[src/hw/rtl/acf_pkg.sv]
// Types, frame constants and CRC-16/XMODEM helpers for the attitude command framer.
package acf_pkg;

  typedef logic signed [15:0] angle_t;
  typedef logic [7:0]         byte_t;
  typedef logic [15:0]        crc_t;

  // Frame layout
  localparam int unsigned FrameBytes = 14;
  localparam int unsigned HdrBytes   = 8;
  localparam int unsigned NumStg     = 4;   // one CRC stage per payload byte
  localparam int unsigned CntW       = $clog2(FrameBytes);
  localparam int unsigned StgW       = $clog2(NumStg);

  typedef logic [CntW-1:0] cnt_t;
  typedef logic [StgW-1:0] stg_t;

  localparam cnt_t IdxYawLo   = cnt_t'(8);
  localparam cnt_t IdxYawHi   = cnt_t'(9);
  localparam cnt_t IdxPitchLo = cnt_t'(10);
  localparam cnt_t IdxPitchHi = cnt_t'(11);
  localparam cnt_t IdxCrcLo   = cnt_t'(12);
  localparam cnt_t IdxCrcHi   = cnt_t'(FrameBytes - 1);

  localparam stg_t StgYawLo   = stg_t'(0);
  localparam stg_t StgYawHi   = stg_t'(1);
  localparam stg_t StgPitchLo = stg_t'(2);
  localparam stg_t StgPitchHi = stg_t'(3);

  localparam crc_t CrcPoly = 16'h1021;
  localparam crc_t CrcInit = 16'h0000;

  // Fixed header: sync, control, length, sequence, command
  localparam byte_t HdrTab [HdrBytes] = '{
    8'h55, 8'h66, 8'h01, 8'h04, 8'h00, 8'h00, 8'h00, 8'h0E
  };

  // Fold one byte into the CRC, MSB first
  function automatic crc_t crc_byte(crc_t crc, byte_t data);
    crc_t c;
    c = crc ^ {data, 8'h00};
    for (int b = 0; b < 8; b++) begin
      c = c[15] ? ({c[14:0], 1'b0} ^ CrcPoly) : {c[14:0], 1'b0};
    end
    return c;
  endfunction

  // CRC over the constant header, worked out at elaboration
  function automatic crc_t crc_header();
    crc_t c;
    c = CrcInit;
    for (int i = 0; i < HdrBytes; i++) begin
      c = crc_byte(c, HdrTab[i]);
    end
    return c;
  endfunction

  localparam crc_t CrcHdr = crc_header();

  // Payload byte that a given CRC stage folds in
  function automatic byte_t payload_byte(angle_t yaw, angle_t pitch, stg_t stg);
    byte_t b;
    case (stg)
      StgYawLo:   b = yaw[7:0];
      StgYawHi:   b = yaw[15:8];
      StgPitchLo: b = pitch[7:0];
      StgPitchHi: b = pitch[15:8];
      default:    b = '0;
    endcase
    return b;
  endfunction

  // Frame byte at a given send position
  function automatic byte_t frame_byte_at(cnt_t idx, angle_t yaw, angle_t pitch, crc_t crc);
    byte_t b;
    case (idx)
      IdxYawLo:   b = yaw[7:0];
      IdxYawHi:   b = yaw[15:8];
      IdxPitchLo: b = pitch[7:0];
      IdxPitchHi: b = pitch[15:8];
      IdxCrcLo:   b = crc[7:0];
      IdxCrcHi:   b = crc[15:8];
      default:    b = HdrTab[idx[StgW:0]];
    endcase
    return b;
  endfunction

endpackage

[src/hw/rtl/acf_cmd_if.sv]
// Command channel: one yaw and one pitch angle per transfer.
interface acf_cmd_if;
  logic                 valid;
  logic                 ready;
  logic signed [15:0]   yaw_tenths;
  logic signed [15:0]   pitch_tenths;

  modport source (output valid, output yaw_tenths, output pitch_tenths, input ready);
  modport sink   (input valid, input yaw_tenths, input pitch_tenths, output ready);
endinterface

[src/hw/rtl/acf_frame_if.sv]
// Frame channel: one frame byte per transfer, last byte flagged.
interface acf_frame_if;
  logic       valid;
  logic       ready;
  logic [7:0] frame_byte;
  logic       frame_last;

  modport source (output valid, output frame_byte, output frame_last, input ready);
  modport sink   (input valid, input frame_byte, input frame_last, output ready);
endinterface

[src/hw/rtl/attitude_command_framer_crc16.sv]
// Attitude command framer: yaw/pitch in, 14-byte CRC-16/XMODEM frame out.
//
// Usage:
//   cmd_i   (sink)   takes one yaw and one pitch angle per transfer.
//   frame_o (source) sends the 14 frame bytes in order, frame_last on the
//                    CRC high byte.
// A command enters a four-stage CRC pipeline; each stage folds one payload
// byte into the CRC that was precomputed over the constant 8-byte header.
// The finished frame moves into a byte serializer.
// A command passes through the four CRC stage registers and then the
// serializer register before its first frame byte is valid. The one-byte-wide
// output sets the frame rate; the serializer takes the next frame in the cycle its last byte
// transfers, so frames go out back to back. Up to four further commands
// wait in the pipeline while a frame is sent.
// Stalls: when frame_o.ready is low the current byte holds and the pipeline
// fills; cmd_i.ready drops only once every stage is occupied.
// Reset clears all valid bits and the byte counter; no frame is in flight.
module attitude_command_framer_crc16 (
  input  logic        clk_i,
  input  logic        rst_ni,
  acf_cmd_if.sink     cmd_i,
  acf_frame_if.source frame_o
);
  import acf_pkg::*;

  logic   stg_vld_q   [NumStg];
  angle_t stg_yaw_q   [NumStg];
  angle_t stg_pitch_q [NumStg];
  crc_t   stg_crc_q   [NumStg];

  logic   src_vld     [NumStg];
  angle_t src_yaw     [NumStg];
  angle_t src_pitch   [NumStg];
  crc_t   src_crc     [NumStg];
  crc_t   stg_crc_d   [NumStg];
  logic   stg_rdy     [NumStg+1];

  logic   ser_vld_q;
  angle_t ser_yaw_q;
  angle_t ser_pitch_q;
  crc_t   ser_crc_q;
  cnt_t   ser_cnt_q;
  logic   ser_rdy;
  logic   ser_last;

  // Serializer is free when empty or when its last byte transfers now
  assign ser_last = (ser_cnt_q == IdxCrcHi);
  assign ser_rdy  = !ser_vld_q || (frame_o.ready && ser_last);

  // Backpressure: a stage advances when empty or when the next one advances
  always_comb begin
    stg_rdy[NumStg] = ser_rdy;
    for (int s = NumStg - 1; s >= 0; s--) begin
      stg_rdy[s] = !stg_vld_q[s] || stg_rdy[s+1];
    end
  end

  assign cmd_i.ready = stg_rdy[0];

  // Stage inputs and CRC update, one payload byte per stage
  always_comb begin
    for (int s = 0; s < NumStg; s++) begin
      if (s == 0) begin
        src_vld[s]   = cmd_i.valid;
        src_yaw[s]   = cmd_i.yaw_tenths;
        src_pitch[s] = cmd_i.pitch_tenths;
        src_crc[s]   = CrcHdr;
      end else begin
        src_vld[s]   = stg_vld_q[s-1];
        src_yaw[s]   = stg_yaw_q[s-1];
        src_pitch[s] = stg_pitch_q[s-1];
        src_crc[s]   = stg_crc_q[s-1];
      end
      stg_crc_d[s] = crc_byte(src_crc[s], payload_byte(src_yaw[s], src_pitch[s], stg_t'(s)));
    end
  end

  // Advance stage valid bits
  always_ff @(posedge clk_i or negedge rst_ni) begin
    if (!rst_ni) begin
      for (int s = 0; s < NumStg; s++) stg_vld_q[s] <= 1'b0;
    end else begin
      for (int s = 0; s < NumStg; s++) begin
        if (stg_rdy[s]) stg_vld_q[s] <= src_vld[s];
      end
    end
  end

  // Advance stage payload
  always_ff @(posedge clk_i) begin
    for (int s = 0; s < NumStg; s++) begin
      if (stg_rdy[s] && src_vld[s]) begin
        stg_yaw_q[s]   <= src_yaw[s];
        stg_pitch_q[s] <= src_pitch[s];
        stg_crc_q[s]   <= stg_crc_d[s];
      end
    end
  end

  // Serializer control: load a frame or step through its bytes
  always_ff @(posedge clk_i or negedge rst_ni) begin
    if (!rst_ni) begin
      ser_vld_q <= 1'b0;
      ser_cnt_q <= '0;
    end else if (ser_rdy) begin
      ser_vld_q <= stg_vld_q[NumStg-1];
      ser_cnt_q <= '0;
    end else if (frame_o.ready) begin
      ser_cnt_q <= ser_cnt_q + cnt_t'(1);
    end
  end

  // Serializer payload: hold the frame fields while its bytes go out
  always_ff @(posedge clk_i) begin
    if (ser_rdy && stg_vld_q[NumStg-1]) begin
      ser_yaw_q   <= stg_yaw_q[NumStg-1];
      ser_pitch_q <= stg_pitch_q[NumStg-1];
      ser_crc_q   <= stg_crc_q[NumStg-1];
    end
  end

  // Drive the frame channel
  assign frame_o.valid      = ser_vld_q;
  assign frame_o.frame_byte = frame_byte_at(ser_cnt_q, ser_yaw_q, ser_pitch_q, ser_crc_q);
  assign frame_o.frame_last = ser_last;

endmodule

[src/flat_wrapper.sv]
// flat-port wrapper written by rule: the top's interface ports become plain ports
module attitude_command_framer_crc16_flat import acf_pkg::*;
  (clk_i, rst_ni, cmd_i_valid, cmd_i_yaw_tenths, cmd_i_pitch_tenths, cmd_i_ready, frame_o_valid, frame_o_frame_byte, frame_o_frame_last, frame_o_ready);
  acf_cmd_if cmd_i_i ();
  acf_frame_if frame_o_i ();
  input  logic clk_i;
  input  logic rst_ni;
  input wire logic [$bits(cmd_i_i.valid)-1:0] cmd_i_valid;
  input wire logic [$bits(cmd_i_i.yaw_tenths)-1:0] cmd_i_yaw_tenths;
  input wire logic [$bits(cmd_i_i.pitch_tenths)-1:0] cmd_i_pitch_tenths;
  output wire logic [$bits(cmd_i_i.ready)-1:0] cmd_i_ready;
  output wire logic [$bits(frame_o_i.valid)-1:0] frame_o_valid;
  output wire logic [$bits(frame_o_i.frame_byte)-1:0] frame_o_frame_byte;
  output wire logic [$bits(frame_o_i.frame_last)-1:0] frame_o_frame_last;
  input wire logic [$bits(frame_o_i.ready)-1:0] frame_o_ready;
  assign cmd_i_i.valid = cmd_i_valid;
  assign cmd_i_i.yaw_tenths = cmd_i_yaw_tenths;
  assign cmd_i_i.pitch_tenths = cmd_i_pitch_tenths;
  assign cmd_i_ready = cmd_i_i.ready;
  assign frame_o_valid = frame_o_i.valid;
  assign frame_o_frame_byte = frame_o_i.frame_byte;
  assign frame_o_frame_last = frame_o_i.frame_last;
  assign frame_o_i.ready = frame_o_ready;
  attitude_command_framer_crc16 u_core (.clk_i(clk_i), .rst_ni(rst_ni), .cmd_i(cmd_i_i), .frame_o(frame_o_i));
endmodule
[config.mk]
export PLATFORM = sky130hd
export DESIGN_NAME = attitude_command_framer_crc16_flat
export DESIGN_NICKNAME = d
export VERILOG_FILES = /design/src/hw/rtl/acf_pkg.sv /design/src/hw/rtl/acf_cmd_if.sv /design/src/hw/rtl/acf_frame_if.sv /design/src/hw/rtl/attitude_command_framer_crc16.sv /design/src/flat_wrapper.sv
export SDC_FILE = /design/constraint.sdc
export NUM_CORES = 1
export LEC_CHECK = 0
export ABC_AREA = 0
export BUFFER_PORTS_ARGS = -buffer_cell sky130_fd_sc_hd__buf_2
export CAP_MARGIN = 20
export CORE_MARGIN = 2
export CORE_UTILIZATION = 25
export DETAILED_ROUTE_END_ITERATION = 12
export PLACE_DENSITY_LB_ADDON = 0.2
export SLEW_MARGIN = 20
export SYNTH_ARGS = -nofsm -noshare
export SYNTH_HDL_FRONTEND = slang
export SYNTH_SLANG_ARGS = --single-unit
[constraint.sdc]
create_clock -name clk_i -period 6.8 [get_ports clk_i]
set_clock_uncertainty 0.1 [all_clocks]
set_input_delay 0.34 -clock clk_i [delete_from_list [all_inputs] [get_ports clk_i]]
set_output_delay 0.34 -clock clk_i [all_outputs]
set_load 0.05 [all_outputs]
==> results.cfg <==
[power]
peakVddDrop_uv = 139.8
power_density_mw_per_mm2 = 341.4
p_leak_nw = 3.595

[setup_path]
slowest_stage = ha_1
critPathBufInv = 2
r2r_slack_ps = 3490
end_kind = flip-flop
critical_path.cell_chain = inv_1, ha_1, nand4_1, and3_1, nor2b_4, buf_12
worstSetupPathType = flip-flop to flip-flop
critPathRequiredTime_ps = 6910
cp_data_arrival_time_ps = 3420
critical-path-top-delay-family = simple AND/OR/NAND/NOR gates
crit_path_max_incr_delay_ps = 670
crit_path_start_kind = flip-flop
critPathMaxFanout = 30

[drt]
drt_pass1_iterations = 4
wl_per_cell_um = 14.53
routed_wl_um = 14800
drc = 0
viasPerCell = 3.759
antenna_left = 0
drt_iter0_drc = 245
vias = 3830

[logic_synthesis]
yosysSeqAreaShare_pct = 83.16
yosys-top-cells-area = edfxtp_1 (81%), xnor2_1 (5.4%), dfrtp_1 (2.6%)
synth_edf_count = 236
synth_ff_type = edfxtp_1
synth_commonest_cells = edfxtp_1 (236), xnor2_1 (54), xor2_1 (24)
ys_types = 40
syn-instance-count = 443
post_synth.cell_area_avg_um2 = 19.85
ys_ff_latch = 245
yosys.cell_count.top_type = edfxtp_1
yosys.area.top_type_share_pct = 80.60
ys_warn_count = 0
postSynth.asyncResetShare_pct = 3.673
yosysTopAreaCell = edfxtp_1
syn-num-nets = 484
synth_area_mm2 = 0.008792

[min_path]
hp-class = primary input to flip-flop

[timing]
slew_violations = 0
fin_crit_ps = 3312
fmax_mhz = 302.0
finalHoldViolations = 0
tns_ps = 0
setup_violations = 0
slew_headroom_pct = 32.70
worstMarginPinSlew_ps = 1010
grt_setup_unrepaired = false
holdWs_ps = 83.91
period_share_pct = 48.70
layout_setup_ws_ps = 3488

[floorplan]
design.portCount = 47
start_util_pct = 25.39
die_w_um = 191.5
fp.dieArea_mm2 = 0.03669
die_h_um = 191.5
num_rows = 68
coreArea_mm2 = 0.03463

[global_routing]
grt_antenna_before_repair = 0
grt-ovfl-total = 0
grt_pass1_wl_um = 23810
grt_max_degree = 49
grt_pass1_vias = 4126
grt_use_total_pct = 8.447

[flow_run]
maxCapViolations = 0

[placement]
post-place-ws_ps = 3360
place.gp.congestion = 0.7501
portBuffers = 46
hpwl_um = 10370

[cells_and_area]
final_nets = 585
antenna_cells = 0
nFillCells = 3368
drive_above_1_share_pct = 18.09
area_delta_synth_final_pct = 23.62

[clocking]
numCtsBuffers = 26
clockBufferDepth = 3
post_cts_buffers = 0
h-tree-depth = 1
clk_latency_ps = 520
cts_tree = done
clock-sinks = 245
clockRootBuffer = clkbuf_16
clk_pin_slew_ps = 60

[status]
outcome = complete, no violations
## layout by cell type, fill, tap and decap left out, types with 2 or more instances in the layout
cell | Yosys | routed
inv_1 | 11 | 11
buf_2 | 9 | 46
a222oi_1 | 2 | 2
o21ai_0 | 5 | 5
nand2_1 | 12 | 12
a22oi_1 | 13 | 13
and3_1 | 3 | 3
a221o_1 | 2 | 2
clkbuf_16 | 0 | 27
dfrtp_1 | 9 | 9
ha_1 | 5 | 5
bufinv_16 | 0 | 5
nand2b_1 | 8 | 8
xor2_1 | 24 | 24
edfxtp_1 | 236 | 236
a21oi_1 | 6 | 5
nand3_1 | 6 | 6
a21boi_0 | 3 | 3
mux2i_1 | 2 | 2
clkinv_1 | 0 | 5
clkinv_4 | 0 | 3
nand4_1 | 4 | 4
clkinv_2 | 0 | 6
buf_4 | 1 | 2
nor2_1 | 5 | 5
xnor2_1 | 54 | 54
a22o_1 | 2 | 2
dlygate4sd3_1 | 0 | 34
a211o_1 | 2 | 2
## cell families (layout without fill, tap and decap cells)
kind of cell | after synthesis | in the layout | share of synthesized area, %
muxes | 2 | 2 | 0.2277
buffers and inverters | 21 | 142 | 1.067
xor gates and xnor gates | 80 | 80 | 8.225
DFF | 245 | 245 | 83.17
adders and majority gates | 5 | 5 | 0.7115
AOI/OAI and AO/OA | 46 | 46 | 4.028
and+or+nand+nor | 44 | 44 | 2.576
## per-layer routing
metal  up-vias  GRT usage [%]  routed length [um]
met3        30          1.799                 648
li1       1887              -                   -
met5         -              0                   0
met4         0          3.047                 350
met2        79          13.30                6762
met1      1834          11.48                7043
## registers in the layout, summed over array words and instances, names as in the netlist
signal / count
u_core.stg_yaw_q: 64
u_core.ser_cnt_q: 4
u_core.stg_vld_q: 1
u_core.frame_o.valid: 1
u_core.src_vld: 3
u_core.ser_yaw_q: 16
u_core.stg_crc_q: 60
u_core.ser_crc_q: 16
u_core.ser_pitch_q: 16
u_core.stg_pitch_q: 64
## path summary, 6_finish.rpt
check | start | endpoint | cells past startpoint
setup / recovery | u_core.ser_cnt_q[1] | u_core.stg_pitch_q[3][10] | 6
hold / removal | frame_o_ready | u_core.ser_cnt_q[0] | 3
setup reg to reg | u_core.ser_cnt_q[1] | u_core.stg_pitch_q[3][10] | 6
hold reg to reg | u_core.stg_yaw_q[1][3] | u_core.stg_yaw_q[2][3] | 0
max in group asynchronous | rst_ni | u_core.ser_cnt_q[1] | 2
min in group asynchronous | rst_ni | u_core.ser_cnt_q[0] | 2
## worst min-delay path, delay by kind of cell
family	cells	cell delay [ps]
AOI/OAI and AO/OA	1	90
buffers and inverters	1	150
and+or+nand+nor	1	80
## report_power, final
group	internal (mW)	leakage, nW	switching, mW
Sequential	1.71	2.22	0.0553
Clock	0.913	0.452	0.560
Combinational	0.158	0.925	0.312
Total	2.78	3.59	0.928
## per-stage QoR
| stage | total power [mW] | cells | instance area [um2] | utilization (%) |
|---|---|---|---|---|
| after floorplan | 2.135 | 443 | 8792 | - |
| after global placement | 2.253 | 936 | 9590 | 27.70 |
| after detailed placement | 2.264 | 937 | 9610 | 27.75 |
| after CTS | 3.776 | 1019 | 10870 | 31.38 |
| after global routing | 3.872 | 1019 | 10870 | 31.39 |
| final | 3.711 | 1019 | 10870 | 31.39 |
## final cells by class
cell class / instances / area [um2] / area share (%)
Clock buffer: 27 / 675.6 / 6.216
Clock inverter: 21 / 241.5 / 2.222
Inverter: 11 / 41.29 / 0.3799
Multi-Input combinational cell: 177 / 1424 / 13.10
Sequential cell: 245 / 7312 / 67.27
Tap cell: 455 / 569.3 / 5.238
Timing Repair Buffer: 83 / 605.6 / 5.572
## timing repair
item,CTS,global route
resized for setup,0,0
hold buffers,34,0
hold endpoints to repair,44,0
(Power assumes the default switching activity.)
